<file path="config.mk">
export PLATFORM = sky130hd
export DESIGN_NAME = ps2_host_transceiver
export DESIGN_NICKNAME = d
export VERILOG_FILES = /design/src/sv/ps2ht_pkg.sv /design/src/sv/ps2ht_core.sv /design/src/sv/ps2_host_transceiver.sv
export SDC_FILE = /design/constraint.sdc
export NUM_CORES = 1
export LEC_CHECK = 0
export BUFFER_PORTS_ARGS = -buffer_cell sky130_fd_sc_hd__buf_4
export CAP_MARGIN = 40
export CORE_AREA = 2 2 101 152
export DETAILED_ROUTE_END_ITERATION = 10
export DIE_AREA = 0 0 103 154
export GPL_ROUTABILITY_DRIVEN = 0
export PLACE_DENSITY = 0.81
export SLEW_MARGIN = 15
export SYNTH_ARGS = -nofsm -noshare
export SYNTH_HDL_FRONTEND = slang
export SYNTH_HIERARCHICAL = 1
export SYNTH_SLANG_ARGS = --single-unit
</file>
<file path="constraint.sdc">
create_clock -name aclk -period 4.1 [get_ports aclk]
set_clock_uncertainty 0.2 [all_clocks]
set_input_delay 0.82 -clock aclk [delete_from_list [all_inputs] [get_ports aclk]]
set_output_delay 0.82 -clock aclk [all_outputs]
set_load 0.01 [all_outputs]
</file>
<file path="src/sv/ps2ht_pkg.sv">
package ps2ht_pkg;

    // Command codes carried in the request's tuser.
    typedef enum logic [1:0] {
        CMD_TICK = 2'd0,
        CMD_SEND = 2'd1,
        CMD_RECV = 2'd2,
        CMD_INIT = 2'd3
    } cmd_t;

    // Register indexes on the configuration port (byte address bit 2).
    typedef enum logic {
        REG_TIMEOUT = 1'b0,
        REG_INHIBIT = 1'b1
    } reg_idx_t;

    typedef enum logic [4:0] {
        PH_IDLE    = 5'd0,
        PH_W_REL   = 5'd1,
        PH_W_INH   = 5'd2,
        PH_W_RTS   = 5'd3,
        PH_W_START = 5'd4,
        PH_W_BHI   = 5'd5,
        PH_W_BLO   = 5'd6,
        PH_W_PHI   = 5'd7,
        PH_W_PLO   = 5'd8,
        PH_W_SDLY  = 5'd9,
        PH_W_ACK   = 5'd10,
        PH_W_REL2  = 5'd11,
        PH_R_DLY   = 5'd12,
        PH_R_FIRST = 5'd13,
        PH_R_DLY5  = 5'd14,
        PH_R_SHI   = 5'd15,
        PH_R_BLO   = 5'd16,
        PH_R_BHI   = 5'd17,
        PH_R_T0    = 5'd18,
        PH_R_T1    = 5'd19,
        PH_R_T2    = 5'd20,
        PH_R_T3    = 5'd21,
        PH_I_DLY   = 5'd22
    } phase_t;

    localparam logic [15:0] TIMEOUT_RESET = 16'd5000;
    localparam logic [11:0] INHIBIT_RESET = 12'd300;

    localparam logic [15:0] RTS_US        = 16'd10;
    localparam logic [15:0] TX_SETTLE_US  = 16'd50;
    localparam logic [15:0] RX_SETTLE_US  = 16'd50;
    localparam logic [15:0] RX_EDGE_US    = 16'd5;
    localparam logic [15:0] INIT_PAUSE_US = 16'd100;

    localparam logic [7:0] BYTE_RESET  = 8'hFF;
    localparam logic [7:0] BYTE_REMOTE = 8'hF0;

    localparam logic [2:0] INIT_STEP_REMOTE = 3'd4;
    localparam logic [2:0] INIT_STEP_PAUSE  = 3'd6;
    localparam logic [3:0] FRAME_BITS       = 4'd8;

    typedef struct packed {
        logic [1:0] mode;
        logic [7:0] tx_byte;
        logic       clk_line;
        logic       data_line;
    } item_t;

    // Packed so that clk_drive_low lands in bit 0.
    typedef struct packed {
        logic       init_ok;
        logic       connected;
        logic [7:0] rx_byte;
        logic       done_res;
        logic       busy_res;
        logic       data_drive_low;
        logic       clk_drive_low;
    } result_t;

endpackage

</file>
<file path="src/sv/ps2ht_core.sv">
module ps2ht_core (
    input  logic              aclk,
    input  logic              aresetn,
    input  logic              step_en,
    input  ps2ht_pkg::item_t  item,
    input  logic [15:0]       timeout_us,
    input  logic [11:0]       inhibit_us,
    output ps2ht_pkg::result_t result
);
    import ps2ht_pkg::*;

    phase_t      phase_reg, phase_next;
    logic [3:0]  bit_count_reg, bit_count_next;
    logic [7:0]  shift_reg, shift_next;
    logic        parity_reg, parity_next;
    logic [15:0] wait_timer_reg, wait_timer_next;
    logic [2:0]  init_step_reg, init_step_next;
    logic        link_up_reg, link_up_next;
    logic        clk_low_reg, clk_low_next;
    logic        data_low_reg, data_low_next;
    logic        in_init_reg, in_init_next;
    logic [7:0]  rx_hold_reg, rx_hold_next;
    logic        init_ok_reg, init_ok_next;
    logic        done_next;

    logic [15:0] tmr_inc;
    logic [15:0] delay_limit;
    logic        is_delay, is_wait, wait_cond;
    logic        advance, abort_ev, sub_done_ev;
    logic        rx_phase, shared_tmr;
    logic [3:0]  bc_inc;
    logic [2:0]  init_inc;
    logic        parity_new;
    phase_t      sub_phase;

    assign tmr_inc  = wait_timer_reg + 16'd1;
    assign bc_inc   = bit_count_reg + 4'd1;
    assign init_inc = init_step_reg + 3'd1;
    assign parity_new = parity_reg ^ shift_reg[0];

    always_comb begin
        is_delay    = 1'b0;
        delay_limit = '0;
        case (phase_reg)
            PH_W_REL, PH_W_INH: begin
                is_delay    = 1'b1;
                delay_limit = {4'd0, inhibit_us};
            end
            PH_W_RTS: begin
                is_delay    = 1'b1;
                delay_limit = RTS_US;
            end
            PH_W_SDLY: begin
                is_delay    = 1'b1;
                delay_limit = TX_SETTLE_US;
            end
            PH_R_DLY: begin
                is_delay    = 1'b1;
                delay_limit = RX_SETTLE_US;
            end
            PH_R_DLY5: begin
                is_delay    = 1'b1;
                delay_limit = RX_EDGE_US;
            end
            PH_I_DLY: begin
                is_delay    = 1'b1;
                delay_limit = INIT_PAUSE_US;
            end
            default: ;
        endcase
    end

    always_comb begin
        is_wait   = 1'b1;
        wait_cond = 1'b0;
        case (phase_reg)
            PH_W_START, PH_W_BLO, PH_W_PLO, PH_W_ACK,
            PH_R_BLO, PH_R_T0, PH_R_T2:
                wait_cond = !item.clk_line;
            PH_W_BHI, PH_W_PHI, PH_R_SHI, PH_R_BHI, PH_R_T1, PH_R_T3:
                wait_cond = item.clk_line;
            PH_W_REL2:
                wait_cond = item.clk_line && item.data_line;
            default:
                is_wait = 1'b0;
        endcase
    end

    always_comb begin
        if (is_delay) begin
            advance = tmr_inc >= delay_limit;
        end else if (is_wait) begin
            advance = wait_cond;
        end else begin
            advance = (phase_reg == PH_R_FIRST) && !item.clk_line;
        end
    end

    assign abort_ev    = is_wait && !wait_cond && (tmr_inc >= timeout_us);
    assign sub_done_ev = advance && ((phase_reg == PH_W_REL2) || (phase_reg == PH_R_T3));
    assign rx_phase    = (phase_reg >= PH_R_DLY) && (phase_reg <= PH_R_T3);
    // The parity and stop edges of a receive run against one shared timer.
    assign shared_tmr  = (phase_reg == PH_R_T0) || (phase_reg == PH_R_T1) ||
                         (phase_reg == PH_R_T2);

    always_comb begin
        if (!in_init_reg) begin
            sub_phase = PH_IDLE;
        end else if (init_inc == INIT_STEP_REMOTE) begin
            sub_phase = PH_W_REL;
        end else if (init_inc >= INIT_STEP_PAUSE) begin
            sub_phase = PH_I_DLY;
        end else begin
            sub_phase = PH_R_DLY;
        end
    end

    // Next phase.
    always_comb begin
        phase_next = phase_reg;
        if (abort_ev) begin
            phase_next = PH_IDLE;
        end else begin
            case (phase_reg)
                PH_IDLE: begin
                    case (item.mode)
                        CMD_SEND, CMD_INIT: phase_next = PH_W_REL;
                        CMD_RECV:           phase_next = PH_R_DLY;
                        default:            phase_next = PH_IDLE;
                    endcase
                end
                PH_W_REL:   if (advance) phase_next = PH_W_INH;
                PH_W_INH:   if (advance) phase_next = PH_W_RTS;
                PH_W_RTS:   if (advance) phase_next = PH_W_START;
                PH_W_START: if (advance) phase_next = PH_W_BHI;
                PH_W_BHI:   if (advance) phase_next = PH_W_BLO;
                PH_W_BLO: begin
                    if (advance) phase_next = (bc_inc >= FRAME_BITS) ? PH_W_PHI : PH_W_BHI;
                end
                PH_W_PHI:   if (advance) phase_next = PH_W_PLO;
                PH_W_PLO:   if (advance) phase_next = PH_W_SDLY;
                PH_W_SDLY:  if (advance) phase_next = PH_W_ACK;
                PH_W_ACK:   if (advance) phase_next = PH_W_REL2;
                PH_W_REL2:  if (advance) phase_next = sub_phase;
                PH_R_DLY:   if (advance) phase_next = PH_R_FIRST;
                PH_R_FIRST: if (advance) phase_next = PH_R_DLY5;
                PH_R_DLY5:  if (advance) phase_next = PH_R_SHI;
                PH_R_SHI:   if (advance) phase_next = PH_R_BLO;
                PH_R_BLO:   if (advance) phase_next = PH_R_BHI;
                PH_R_BHI: begin
                    if (advance) phase_next = (bc_inc >= FRAME_BITS) ? PH_R_T0 : PH_R_BLO;
                end
                PH_R_T0:    if (advance) phase_next = PH_R_T1;
                PH_R_T1:    if (advance) phase_next = PH_R_T2;
                PH_R_T2:    if (advance) phase_next = PH_R_T3;
                PH_R_T3:    if (advance) phase_next = sub_phase;
                PH_I_DLY:   if (advance) phase_next = PH_IDLE;
                default:    phase_next = PH_IDLE;
            endcase
        end
    end

    // Datapath, drives and status.
    always_comb begin
        bit_count_next = bit_count_reg;
        shift_next     = shift_reg;
        parity_next    = parity_reg;
        init_step_next = init_step_reg;
        link_up_next   = link_up_reg;
        clk_low_next   = clk_low_reg;
        data_low_next  = data_low_reg;
        in_init_next   = in_init_reg;
        rx_hold_next   = rx_hold_reg;
        init_ok_next   = init_ok_reg;
        done_next      = 1'b0;

        if (abort_ev || (advance && !shared_tmr)) begin
            wait_timer_next = '0;
        end else if (is_delay || (is_wait && !wait_cond)) begin
            wait_timer_next = tmr_inc;
        end else begin
            wait_timer_next = wait_timer_reg;
        end

        if (abort_ev) begin
            if (rx_phase) rx_hold_next = '0;
            link_up_next = 1'b0;
            if (in_init_reg) init_ok_next = 1'b0;
            in_init_next = 1'b0;
            done_next    = 1'b1;
        end else begin
            case (phase_reg)
                PH_IDLE: begin
                    if (item.mode == CMD_SEND || item.mode == CMD_INIT) begin
                        shift_next     = (item.mode == CMD_INIT) ? BYTE_RESET : item.tx_byte;
                        parity_next    = 1'b1;
                        bit_count_next = '0;
                        clk_low_next   = 1'b0;
                        data_low_next  = 1'b0;
                    end else if (item.mode == CMD_RECV) begin
                        shift_next     = '0;
                        bit_count_next = '0;
                        clk_low_next   = 1'b0;
                        data_low_next  = 1'b0;
                    end
                    if (item.mode == CMD_INIT) begin
                        link_up_next   = 1'b1;
                        init_ok_next   = 1'b0;
                        in_init_next   = 1'b1;
                        init_step_next = '0;
                    end
                end
                PH_W_REL:   if (advance) clk_low_next = 1'b1;
                PH_W_INH:   if (advance) data_low_next = 1'b1;
                PH_W_RTS:   if (advance) clk_low_next = 1'b0;
                PH_W_START: if (advance) data_low_next = !shift_reg[0];
                PH_W_BLO: begin
                    if (advance) begin
                        parity_next    = parity_new;
                        shift_next     = {1'b0, shift_reg[7:1]};
                        bit_count_next = bc_inc;
                        data_low_next  = (bc_inc >= FRAME_BITS) ? !parity_new : !shift_reg[1];
                    end
                end
                PH_W_PLO:   if (advance) data_low_next = 1'b0;
                PH_R_BLO: begin
                    if (advance && item.data_line) shift_next[bit_count_reg[2:0]] = 1'b1;
                end
                PH_R_BHI:   if (advance) bit_count_next = bc_inc;
                PH_R_T3:    if (advance) rx_hold_next = shift_reg;
                PH_I_DLY: begin
                    if (advance) begin
                        init_ok_next = 1'b1;
                        in_init_next = 1'b0;
                        done_next    = 1'b1;
                    end
                end
                PH_W_BHI, PH_W_PHI, PH_W_SDLY, PH_W_ACK, PH_W_REL2, PH_R_DLY,
                PH_R_FIRST, PH_R_DLY5, PH_R_SHI, PH_R_T0, PH_R_T1, PH_R_T2: ;
                default: begin
                    in_init_next = 1'b0;
                    done_next    = 1'b1;
                end
            endcase

            // End of a byte transfer: hold the clock low and finish, or move the init
            // sequence on; a further init transfer releases the clock again, the closing pause keeps it low.
            if (sub_done_ev) begin
                clk_low_next = 1'b1;
                if (!in_init_reg) begin
                    done_next = 1'b1;
                end else begin
                    init_step_next = init_inc;
                    if (init_inc == INIT_STEP_REMOTE) begin
                        shift_next     = BYTE_REMOTE;
                        parity_next    = 1'b1;
                        bit_count_next = '0;
                        clk_low_next   = 1'b0;
                        data_low_next  = 1'b0;
                    end else if (init_inc < INIT_STEP_PAUSE) begin
                        shift_next     = '0;
                        bit_count_next = '0;
                        clk_low_next   = 1'b0;
                        data_low_next  = 1'b0;
                    end
                end
            end
        end
    end

    always_ff @(posedge aclk) begin
        if (!aresetn) begin
            phase_reg      <= PH_IDLE;
            bit_count_reg  <= '0;
            shift_reg      <= '0;
            parity_reg     <= 1'b1;
            wait_timer_reg <= '0;
            init_step_reg  <= '0;
            link_up_reg    <= 1'b0;
            clk_low_reg    <= 1'b0;
            data_low_reg   <= 1'b0;
            in_init_reg    <= 1'b0;
            rx_hold_reg    <= '0;
            init_ok_reg    <= 1'b0;
        end else if (step_en) begin
            phase_reg      <= phase_next;
            bit_count_reg  <= bit_count_next;
            shift_reg      <= shift_next;
            parity_reg     <= parity_next;
            wait_timer_reg <= wait_timer_next;
            init_step_reg  <= init_step_next;
            link_up_reg    <= link_up_next;
            clk_low_reg    <= clk_low_next;
            data_low_reg   <= data_low_next;
            in_init_reg    <= in_init_next;
            rx_hold_reg    <= rx_hold_next;
            init_ok_reg    <= init_ok_next;
        end
    end

    always_comb begin
        result.clk_drive_low  = clk_low_next;
        result.data_drive_low = data_low_next;
        result.busy_res       = (phase_next != PH_IDLE);
        result.done_res       = done_next;
        result.rx_byte        = rx_hold_next;
        result.connected      = link_up_next;
        result.init_ok        = init_ok_next;
    end

endmodule

</file>
<file path="src/sv/ps2_host_transceiver.sv">
// Channel   Direction  Payload
// s_axis    in         tuser[1:0] mode; tdata tx_byte, clk_line, data_line
// m_axis    out        tdata clk/data drives, busy, done, rx_byte, connected, init_ok
// apb       in/out     timeout_us at 0x0, inhibit_us at 0x4
//
// One result per request. A request waits in the input register and its result is
// written into the output register when it moves on; one request is taken every
// cycle while m_axis_tready stays high. The step logic updates the transfer state
// only when a request moves into the output register; a stall on m_axis holds the
// output register, and s_axis_tready drops once the input register is full.
// Reset is synchronous and active low and empties both registers.
module ps2_host_transceiver (
    input  logic        aclk,
    input  logic        aresetn,
    input  logic        s_axis_tvalid,
    output logic        s_axis_tready,
    input  logic [15:0] s_axis_tdata,   // tx_byte[7:0], clk_line[8], data_line[9], zero
    input  logic [1:0]  s_axis_tuser,   // mode[1:0]
    output logic        m_axis_tvalid,
    input  logic        m_axis_tready,
    output logic [15:0] m_axis_tdata,   // clk_drive_low[0], data_drive_low[1], busy_res[2],
                                        // done_res[3], rx_byte[11:4], connected[12],
                                        // init_ok[13], zero
    input  logic        psel,
    input  logic        penable,
    input  logic        pwrite,
    input  logic [2:0]  paddr,
    input  logic [31:0] pwdata,
    output logic [31:0] prdata,
    output logic        pready
);
    import ps2ht_pkg::*;

    logic        in_valid_reg;
    item_t       in_item_reg;
    logic        out_valid_reg;
    logic [15:0] out_data_reg;
    logic [15:0] timeout_reg;
    logic [11:0] inhibit_reg;
    logic        advance;
    logic        cfg_write;
    result_t     step_result;

    assign advance       = in_valid_reg && (!out_valid_reg || m_axis_tready);
    assign s_axis_tready = !in_valid_reg || advance;
    assign m_axis_tvalid = out_valid_reg;
    assign m_axis_tdata  = out_data_reg;

    always_ff @(posedge aclk) begin
        if (!aresetn) begin
            in_valid_reg <= 1'b0;
        end else if (s_axis_tready) begin
            in_valid_reg <= s_axis_tvalid;
        end
    end

    always_ff @(posedge aclk) begin
        if (s_axis_tvalid && s_axis_tready) begin
            in_item_reg.mode      <= s_axis_tuser;
            in_item_reg.tx_byte   <= s_axis_tdata[7:0];
            in_item_reg.clk_line  <= s_axis_tdata[8];
            in_item_reg.data_line <= s_axis_tdata[9];
        end
    end

    ps2ht_core u_core (
        .aclk       (aclk),
        .aresetn    (aresetn),
        .step_en    (advance),
        .item       (in_item_reg),
        .timeout_us (timeout_reg),
        .inhibit_us (inhibit_reg),
        .result     (step_result)
    );

    always_ff @(posedge aclk) begin
        if (!aresetn) begin
            out_valid_reg <= 1'b0;
        end else if (advance) begin
            out_valid_reg <= 1'b1;
        end else if (m_axis_tready) begin
            out_valid_reg <= 1'b0;
        end
    end

    always_ff @(posedge aclk) begin
        if (advance) begin
            out_data_reg <= {2'b00, step_result};
        end
    end

    assign pready    = 1'b1;
    assign cfg_write = psel && penable && pwrite && pready;

    always_ff @(posedge aclk) begin
        if (!aresetn) begin
            timeout_reg <= TIMEOUT_RESET;
            inhibit_reg <= INHIBIT_RESET;
        end else if (cfg_write) begin
            case (reg_idx_t'(paddr[2]))
                REG_TIMEOUT: timeout_reg <= pwdata[15:0];
                REG_INHIBIT: inhibit_reg <= pwdata[11:0];
                default: ;
            endcase
        end
    end

    always_comb begin
        case (reg_idx_t'(paddr[2]))
            REG_TIMEOUT: prdata = {16'd0, timeout_reg};
            REG_INHIBIT: prdata = {20'd0, inhibit_reg};
            default:     prdata = '0;
        endcase
    end

endmodule

</file>
==> results of run 1 <==
[timing repair]
| action | CTS | global route |
|---|---|---|
| endpoints found under the setup margin | 0 | 26 |
| buffers inserted | 0 | 0 |
| resized for setup | 0 | 16 |
| endpoints found under the hold margin | 0 | 0 |
[final timing paths]
check                                           end                      from  slack [ns]
worst min-delay path                timeout_reg[10]           timeout_reg[10]        0.28
worst min register to register      timeout_reg[10]           timeout_reg[10]        0.28
worst max register to register  u_core/shift_reg[6]  u_core/wait_timer_reg[3]        0.22
worst max-delay path            u_core/shift_reg[6]  u_core/wait_timer_reg[3]        0.22
[placed cells by master, fill, tap and decap left out, drive strengths merged, types with 12 or more instances in the layout]
cell type	count
a21oi	70
o211ai	12
o21ai	47
nor3	20
dfxtp	80
nor2b	28
ha	33
nor2	56
edfxtp	26
nand3	28
mux2i	29
nand4	14
conb	19
buf	133
a211oi	17
inv	38
nand2	109
a21o	14
mux2	12
[stage by stage]
step | total power, mW | cells
6_report | 2.61 | 1151
5_1_grt | 2.70 | 1151
4_1_cts | 2.60 | 1151
3_5_place_dp | 1.66 | 1135
3_3_place_gp | 1.65 | 1134
2_1_floorplan | 1.50 | 879
[routing by layer]
metal / GRT usage, % / up-vias / wire, µm / share of wire (%)
met1: 29.0 / 3212 / 7350 / 36
met4: 19.4 / 0 / 1660 / 8.1
met3: 3.50 / 121 / 1260 / 6.2
met2: 43.4 / 386 / 10100 / 50
li1: - / 3270 / - / -
met5: 0 / - / 0 / 0
[worst register-to-register path, delay by kind of cell, from the launching register on]
family / cells / cell delay, ns
compound gates: 7 / 1.74
xor+xnor: 1 / 0.28
fa+ha+maj: 1 / 0.29
buf+inv: 2 / 0.36
flops: 1 / 0.38
simple gates: 4 / 0.52
[power groups by stage]
stage	sequential [mW]	clock [mW]	combinational [mW]
2_1_floorplan	1.15	0	0.346
3_3_place_gp	1.16	0	0.491
3_5_place_dp	1.16	0	0.500
4_1_cts	1.14	0.958	0.505
5_1_grt	1.14	0.998	0.560
6_report	1.14	0.948	0.520
[cells by family (layout without fill, tap and decap cells)]
group                    count (synthesis)  after routing  share of synthesized area, %
buffers and inverters                  109            185                          8.05
XOR/XNOR                                19             19                          2.32
other                                    2             19                         0.105
flip-flops                             106            106                          33.2
AND/OR/NAND/NOR                        307            307                          21.3
multiplexers                            41             41                          5.94
AO/OA/AOI/OAI                          245            245                          23.3
adder cells (fa/ha/maj)                 33             33                          5.76
[layout make-up]
cell class	instances	area [µm²]
inverter	36	135
sequential	106	2390
fill	1284	6010
multi-input combinational	664	4330
clock inverter	7	103
timing repair buffer	133	1020
tap	196	245
clock buffer	9	225
==> reports/metrics.csv, run 1 <==
metric;value;unit
hold buffer count at cts;0;
area share of the largest cell type after synthesis;22.4;%
1st-pass router iterations;8;
I/O Pins;111;
clock share of power;36.4;%
clk_lat worst skew;0.36;ns
Max clock buf depth;2;
TritonCTS Buffers;9;
placed inst area;0.00807;mm²
Hold Crit Depth;2;
Row Count;54;
Final ANT Viol Nets;0;
worst-path maximum fanout;8;
Final Util;58.4;%
Max-slew headroom;49.7;%
endpoint class of the critical path;register;
power per cell area;308;mW/mm²
number of port buffers;67;
global-route wire length before repair;32500;µm
FFs w/ async S/R, synth;0;%
Final Max Slew Viols;0;
CP required;4.14;ns
Switching Fraction;30.3;%
CTS root buf;clkbuf_16;
max-cap violations;0;
synthesized cell area;0.00717;mm²
DR vias;6989;
status;finished clean;
final setup fails;0;
TritonCTS Sinks;106;
CP delay by family, top;compound AO/OA/AOI/OAI gates;
Final Cell Area;0.00845;mm²
Mapped Cells;862;
VDD IR-drop max;214;µV
slowest stage cell, crit path;a2111oi_1;
Critical path buffers and inverters;2;
#FFs+latches synth;106;
CTS tree;done;
Synth cell types;80;
P&R area growth vs syn;17.9;%
setup TNS;0;ns
post-synth top area cell;dfxtp_1;
placed wire-length estimate;15100;µm
Int Pwr;1.82;mW
final hold vios;0;
Final nets;1043;
Seq pwr share;43.7;%
Commonest cells post-synth;109 x nand2_1, 80 x dfxtp_1, 68 x a21oi_1;
Slew @ Worst Pin;0.749;ns
Tcrit/Tclk final;94.6;%
Worst path max stage delay;0.42;ns
Overflow after GRT;0;
drt initial violations;609;
Psw;0.790;mW
number of global-route vias before repair;6690;
dpl ws;0.140;ns
Startpoint Class;register;
Crit path depth;15;
DR vias/cell;6.07;
share of post-route cells with drive strength above 1;20.8;%
hold_ws;0.278;ns
H-tree depth;3;
Static Leak;3.41;nW
core area;0.0145;mm²
largest net degree at the start of global routing;42;
Post-synth top flop;dfxtp_1;
die height;154;µm
sequential area share after synthesis;33.2;%
number of synthesis warnings;6;
die area;0.0159;mm²
DR WL/cell;17.7;µm
Remaining DRCs;0;
drt total wl;20400;µm
CP Class;reg2reg;
Fmax;0.258;GHz
initial antenna violation count;0;
most used cell, CP;a21o_1;
minimum clock period;3.88;ns
count of flip-flops with a built-in enable after synthesis;26;
Hold WC Path Type;reg2reg;
Clock transition at path regs;0.08;ns
critical path arrival;3.92;ns
Comb pwr share;20.0;%
effective utilization at floorplan;49.6;%
cell breakdown of the critical path;nand4_1 -> nor2_2 -> nand3_1 -> xnor2_2 -> ha_1 -> a21o_1 -> a21o_1 -> a211o_1 -> a2111oi_2 -> buf_4 -> a21o_1 -> buf_6 -> nor2_2 -> a2111oi_1 -> a211oi_1;
count leader, synth;nand2_1;
Die X;103;µm
syn avg cell area;8.31;µm²
# diodes;0;
R2R depth;15;
synth top area cells;dfxtp_1 22%, edfxtp_1 11%, ha_1 5.8%;
Tot GR Track Use;25.9;%
Final Worst Setup Slack;0.222;ns
Note: power is estimated with default switching activity, not from simulation.
==> inputs of run 2 (changes only) <==
Settings changed: MAX_ROUTING_LAYER set to met4.
==> run 2 against run 1 <==
  * Combinational power about the same
  * Critical path depth unchanged
  * Sequential cell count unchanged
  * Sequential share of layout area unchanged
  * Clock power about the same
  * Total power about the same
  * Hold slack about the same
  * Global-route usage up 0.67 points
  * Die area unchanged
  * First-iteration DRC count up 2.8%
  * Critical path type unchanged
  * Highest routed layer unchanged
==> reports/metrics.csv, run 2 (synthesis gave the netlist of run 1 again) <==
metric;value;unit;change
status;finished clean;;
DR WL/cell;17.8;µm;+0.38%
Switching Fraction;30.3;%;about the same
DR vias/cell;6.11;;+0.67%
die height;154;µm;unchanged
FF-to-FF Start;u_core/wait_timer_reg[6];;
final setup fails;0;;unchanged
1st-pass router iterations;6;;-2
I/O Pins;111;;unchanged
worst-path maximum fanout;8;;unchanged
hold_ws;0.278;ns;-0.0000220 ns
TritonCTS Buffers;9;;unchanged
VDD IR-drop max;214;µV;about the same
Clock transition at path regs;0.08;ns;about the same
number of global-route vias before repair;6672;;-0.27%
CP startpoint;u_core/wait_timer_reg[6];;
largest net degree at the start of global routing;42;;unchanged
Min-Delay Startpoint;timeout_reg[10];;
Tot GR Track Use;26.6;%;+0.67 points
Final Max Slew Viols;0;;unchanged
CP Class;reg2reg;;
Final Worst Setup Slack;0.218;ns;-0.00349 ns
drt total wl;20500;µm;+0.38%
CTS root buf;clkbuf_16;;
Final nets;1043;;unchanged
DR vias;7036;;+0.67%
dpl ws;0.140;ns;unchanged
Seq pwr share;43.7;%;about the same
critical path arrival;3.76;ns;-0.16 ns
Max-slew headroom;50.4;%;+0.70 points
Final ANT Viol Nets;0;;unchanged
Max clock buf depth;2;;unchanged
CP required;3.97;ns;-0.17 ns
core area;0.0145;mm²;unchanged
Final Instance Count excl. Fillers;1151;;unchanged
initial antenna violation count;0;;unchanged
# diodes;0;;unchanged
Hold WC Path Type;reg2reg;;
Remaining DRCs;0;;unchanged
drt initial violations;626;;+2.8%
placed wire-length estimate;15100;µm;unchanged
hold buffer count at cts;0;;unchanged
Static Leak;3.41;nW;unchanged
Final Util;58.4;%;unchanged
clock share of power;36.3;%;about the same
final hold vios;0;;unchanged
Comb pwr share;20.0;%;about the same
Inst Count DP;1135;;unchanged
global-route wire length before repair;32400;µm;-0.15%
power per cell area;309;mW/mm²;about the same
number of port buffers;67;;unchanged
clk_lat worst skew;0.36;ns;about the same
most frequent cells in the layout;130 x buf_4, 109 x nand2_1, 75 x dfxtp_1;;
Die X;103;µm;unchanged
Startpoint Class;register;;
max-cap violations;0;;unchanged
Int Pwr;1.82;mW;about the same
share of post-route cells with drive strength above 1;20.8;%;unchanged
effective utilization at floorplan;49.6;%;unchanged
H-tree depth;3;;unchanged
minimum clock period;3.88;ns;+0.00349 ns
CTS tree;done;;
P&R area growth vs syn;17.9;%;unchanged
Tcrit/Tclk final;94.7;%;about the same
commonest non-fill, non-tap cell in the layout;buf_4;;
Row Count;54;;unchanged
Fmax;0.258;GHz;about the same
Slew @ Worst Pin;0.743;ns;-0.00562 ns
Overflow after GRT;0;;unchanged
Psw;0.790;mW;about the same
die area;0.0159;mm²;unchanged
endpoint class of the critical path;register;;
TritonCTS Sinks;106;;unchanged
[run 2: cell counts in the layout (fill, tap and decap cells not counted)]
Identical to the previous run, type by type.
[run 2: routing by layer]
metal  wire [µm]  part of all wire, %  vias to the layer above  global-route usage [%]
met3        1140                  5.6                      120                    3.23
met1        7550                   37                     3258                    28.8
met4        1580                  7.7                        0                    18.5
met5           0                    0                        -                       -
li1            -                    -                     3279                       -
met2       10200                   50                      379                    44.0
[run 2: path summary, 6_finish.rpt]
path / endpoint / slack [ns] / depth (start not counted)
max: m_axis_tdata[2] / 0.22 / 15
max reg2reg: m_axis_tdata[2] / 0.22 / 15
min reg2reg: timeout_reg[10] / 0.28 / 2
min: timeout_reg[10] / 0.28 / 2
[run 2: cell type report]
cell class,count,area [µm²]
tap,196,245
multi-input combinational,664,4330
inverter,36,135
sequential,106,2390
clock buffer,9,225
fill,1284,6010
clock inverter,7,103
timing repair buffer,133,1020
[run 2: worst max-delay path: stages (launching register included)]
cell       delay, ns
dfxtp_2         0.41
nand3_2         0.13
nor2_2          0.14
nand3_1         0.13
xnor2_2         0.28
ha_1            0.29
a21o_1          0.18
a21o_1          0.17
a211o_1         0.30
a2111oi_2       0.33
buf_4           0.19
a21o_1          0.20
buf_6           0.17
mux2i_1         0.10
a211oi_1        0.20
o2111ai_1       0.16
[run 2: repair_timing]
item	CTS	global route
setup buffers	0	0
resized for setup	0	16
setup endpoints to repair	0	26
[run 2: stage by stage]
stage | setup TNS [ns] | power (mW) | area [µm²]
after CTS | 0 | 2.60 | 8400
after detailed placement | 0 | 1.66 | 8070
final | 0 | 2.61 | 8450
after global routing | -0.0203 | 2.70 | 8450
after global placement | 0 | 1.65 | 8050
after floorplan | 0 | 1.50 | 7240
[run 2: power by group through the flow]
stage | registers, mW | clock network, mW | logic, mW
floorplan | 1.15 | 0 | 0.346
global placement | 1.16 | 0 | 0.491
detailed placement | 1.16 | 0 | 0.500
CTS | 1.14 | 0.958 | 0.505
global route | 1.14 | 0.996 | 0.559
finish | 1.14 | 0.947 | 0.522
==> inputs of run 3 (changes only) <==
Settings changed: ABC_AREA set to 1, CORE_AREA 2 2 101 152 to 2 2 103 154, DIE_AREA 0 0 103 154 to 0 0 105 156.
==> run 3 against run 2 <==
  * Combinational power up 58%
  * Critical path depth up 7
  * Synthesized cell count up 31%
  * First-iteration DRC count down 26%
  * Total power up 9.1%
  * Register-to-register slack better by 0.02 ns
  * Sequential cell count unchanged
  * Utilization down 3.5 points
  * Critical path type unchanged
  * Sequential share of layout area up 0.68 points
  * Sequential power up 6%
  * Maximum frequency up 0.40%
  * Non-clock buffer count down 43
==> reports/metrics.csv, run 3 <==
metric;value;unit;change
Tot GR Track Use;25.1;%;-1.5 points
drt initial violations;461;;-26%
placed inst area;0.00795;mm²;-1.4%
Synth Area in Adders;5.59;%;-0.17 points
hold_ws;0.273;ns;-0.00460 ns
core area;0.0150;mm²;+3.8%
post-synthesis xor/xnor area fraction;1.30;%;-1.0 points
final setup fails;0;;unchanged
max-cap violations;0;;unchanged
unrepaired setup endpoints after global routing;no;;
Overflow after GRT;0;;unchanged
global-route wire length before repair;32200;µm;-0.60%
FFs w/ async S/R, synth;0;%;unchanged
setup TNS;0;ns;unchanged
Final nets;1270;;+22%
largest family of logic cells by synthesized area;simple AND/OR/NAND/NOR gates;;
commonest non-fill, non-tap cell in the layout;nand2_1;;
Mapped Cells;1125;;+31%
TritonCTS Sinks;106;;unchanged
H-tree depth;3;;unchanged
Fmax;0.259;GHz;+0.40%
fillcell total;1479;;+15%
number of global-route vias before repair;6957;;+4.3%
Startpoint Class;register;;
drt total wl;19400;µm;-5.1%
final hold vios;0;;unchanged
placed wire-length estimate;14700;µm;-2.4%
die area;0.0164;mm²;+3.3%
Max-slew headroom;43.4;%;-7.0 points
Compound-Gate Fraction of Synth Area;15.4;%;-7.9 points
Clock transition at path regs;0.07;ns;about the same
Final Max Slew Viols;0;;unchanged
minimum clock period;3.87;ns;-0.0154 ns
DR WL/cell;14.1;µm;-21%
critical path arrival;3.90;ns;+0.14 ns
Die X;105;µm;+1.9%
I/O Pins;111;;unchanged
FF-to-FF Start;u_core/wait_timer_reg[0];;
sequential area share after synthesis;32.2;%;-1.0 points
endpoint class of the critical path;register;;
Hold Crit Depth;2;;unchanged
CP Class;reg2reg;;
worst-path maximum fanout;24;;+16
number of port buffers;67;;unchanged
effective utilization at floorplan;49.3;%;-0.30 points
synth top area cells;dfxtp_1 22%, nand2_1 14%, edfxtp_1 11%;;
# diodes;0;;unchanged
die height;156;µm;+1.3%
1st-pass router iterations;7;;+1
count of flip-flops with a built-in enable after synthesis;26;;unchanged
Tot Pwr;2.85;mW;+9.1%
WHS Endpoint;u_core/link_up_reg;;
DR vias;7475;;+6.2%
syn avg cell area;6.57;µm²;-21%
Synth cell types;49;;-39%
P&R area growth vs syn;11.5;%;
Remaining DRCs;0;;unchanged
CTS tree;done;;
Max clock buf depth;2;;unchanged
Final Cell Area;0.00824;mm²;-2.5%
CP required;4.13;ns;+0.16 ns
post-synth top area cell;dfxtp_1;;
Hold WC Path Type;reg2reg;;
Slew @ Worst Pin;0.849;ns;+0.105 ns
R2R depth;22;;+7
status;finished clean;;
power per cell area;345;mW/mm²;+12%
Post-synth top flop;dfxtp_1;;
Static Leak;4.04;nW;+18%
Final ANT Viol Nets;0;;unchanged
post-synthesis simple-gate area fraction;31.8;%;+10 points
VDD IR-drop max;219;µV;+2.0%
#FFs+latches synth;106;;unchanged
Row Count;55;;+1.9%
Tcrit/Tclk final;94.3;%;-0.38 points
worst reg2reg endpoint;u_core/shift_reg[4];;
reg-to-reg setup timing slack;0.23;ns;+0.02 ns
CTS root buf;clkbuf_16;;
largest net degree at the start of global routing;57;;+36%
area share of the largest cell type after synthesis;21.7;%;-0.68 points
number of synthesis warnings;6;;unchanged
synthesized cell area;0.00739;mm²;+3.1%
Commonest cells post-synth;278 x nand2_1, 134 x nor2_1, 132 x inv_1;;
proportion of synthesized area in mux cells;0;%;-5.9 points
most frequent cells in the layout;278 x nand2_1, 133 x nor2_1, 132 x inv_1;;
count leader, synth;nand2_1;;
Min-Delay Startpoint;u_core/link_up_reg;;
clk_lat worst skew;0.36;ns;about the same
initial antenna violation count;0;;unchanged
DR vias/cell;5.41;;-11%
TritonCTS Buffers;9;;unchanged
share of post-route cells with drive strength above 1;13.2;%;-7.6 points
run 3: cell count changes after synthesis, moves of 15 or more:
| cell | before | now |
|---|---|---|
| a21oi_1 | 68 | 86 |
| clkbuf_1 | 31 | 14 |
| inv_1 | 34 | 132 |
| inv_2 | 0 | 15 |
| mux2i_1 | 29 | 0 |
| nand2_1 | 109 | 278 |
| nand3_1 | 26 | 81 |
| nor2_1 | 55 | 134 |
| nor2b_1 | 28 | 0 |
| o21ai_0 | 35 | 57 |
| o21ai_1 | 12 | 33 |
run 3: worst max path at each step:
stage                                   from                   endpoint
floorplan                u_core/phase_reg[2]            m_axis_tdata[0]
global placement         u_core/phase_reg[1]   u_core/wait_timer_reg[7]
detailed placement       u_core/phase_reg[1]  u_core/wait_timer_reg[10]
CTS                      u_core/phase_reg[1]  u_core/wait_timer_reg[10]
global route             u_core/phase_reg[2]        u_core/shift_reg[6]
finish              u_core/wait_timer_reg[0]        u_core/shift_reg[4]
run 3: worst max-delay path, stage by stage, from the launching register on:
cell     delay [ns]
dfxtp_1        0.49
ha_1           0.23
nand2_1        0.10
nor2_1         0.16
nand2_1        0.08
nor2_1         0.13
xor2_1         0.28
inv_1          0.12
ha_1           0.30
nand2_1        0.08
o21a_1         0.13
nand3_1        0.07
nor2_1         0.14
nand2_1        0.10
nand2_2        0.10
nand2_4        0.18
buf_4          0.25
nand2_2        0.16
nor2_1         0.06
o21ai_0        0.16
nand3_1        0.09
nand2_1        0.06
a21oi_1        0.05
run 3: timing repair:
action | 4_1_cts | 5_1_grt
buffers inserted | 0 | 1
endpoints found under the setup margin | 0 | 41
hold buffers | 0 | 0
gates resized for setup | 0 | 5
run 3: where the power goes:
group	leakage, nW	internal (mW)	switching (mW)
clock network	0.137	0.414	0.400
registers	0.906	1.14	0.0663
logic	3.00	0.296	0.530
total	4.04	1.85	0.996
run 3: through the flow:
step	util [%]	setup slack, ns	instances
after floorplan	-	0.475	1142
after global placement	52.8	0.229	1363
after detailed placement	53.0	0.206	1364
after CTS	54.8	0.180	1380
after global routing	54.9	0.0107	1381
final	54.9	0.234	1381
run 3: routing by layer:
layer / global-route usage [%] / vias up / share of wire [%]
met1: 25.7 / 3348 / 37
met3: 3.01 / 105 / 5.4
li1: - / 3701 / -
met2: 43.9 / 321 / 51
met4: 18.3 / 0 / 7.0
met5: - / - / 0
run 3: area by class of cell:
cell class	count	area (µm²)	area share, %
clock buffers	10	229	2.78
clock inverters	6	38.8	0.471
inverters	149	562	6.82
multi-input cells	821	4080	49.5
flip-flops and latches	106	2380	28.9
well taps	199	249	3.02
repair buffers	90	696	8.44
run 3: cells by family (layout without fill, tap and decap cells):
group,Yosys count,count (layout)
and+or+nand+nor,549,549
buffers and inverters,215,255
AOI/OAI and AO/OA,209,209
DFF,106,106
adders and majority gates,33,33
xor gates and xnor gates,11,11
other,2,19
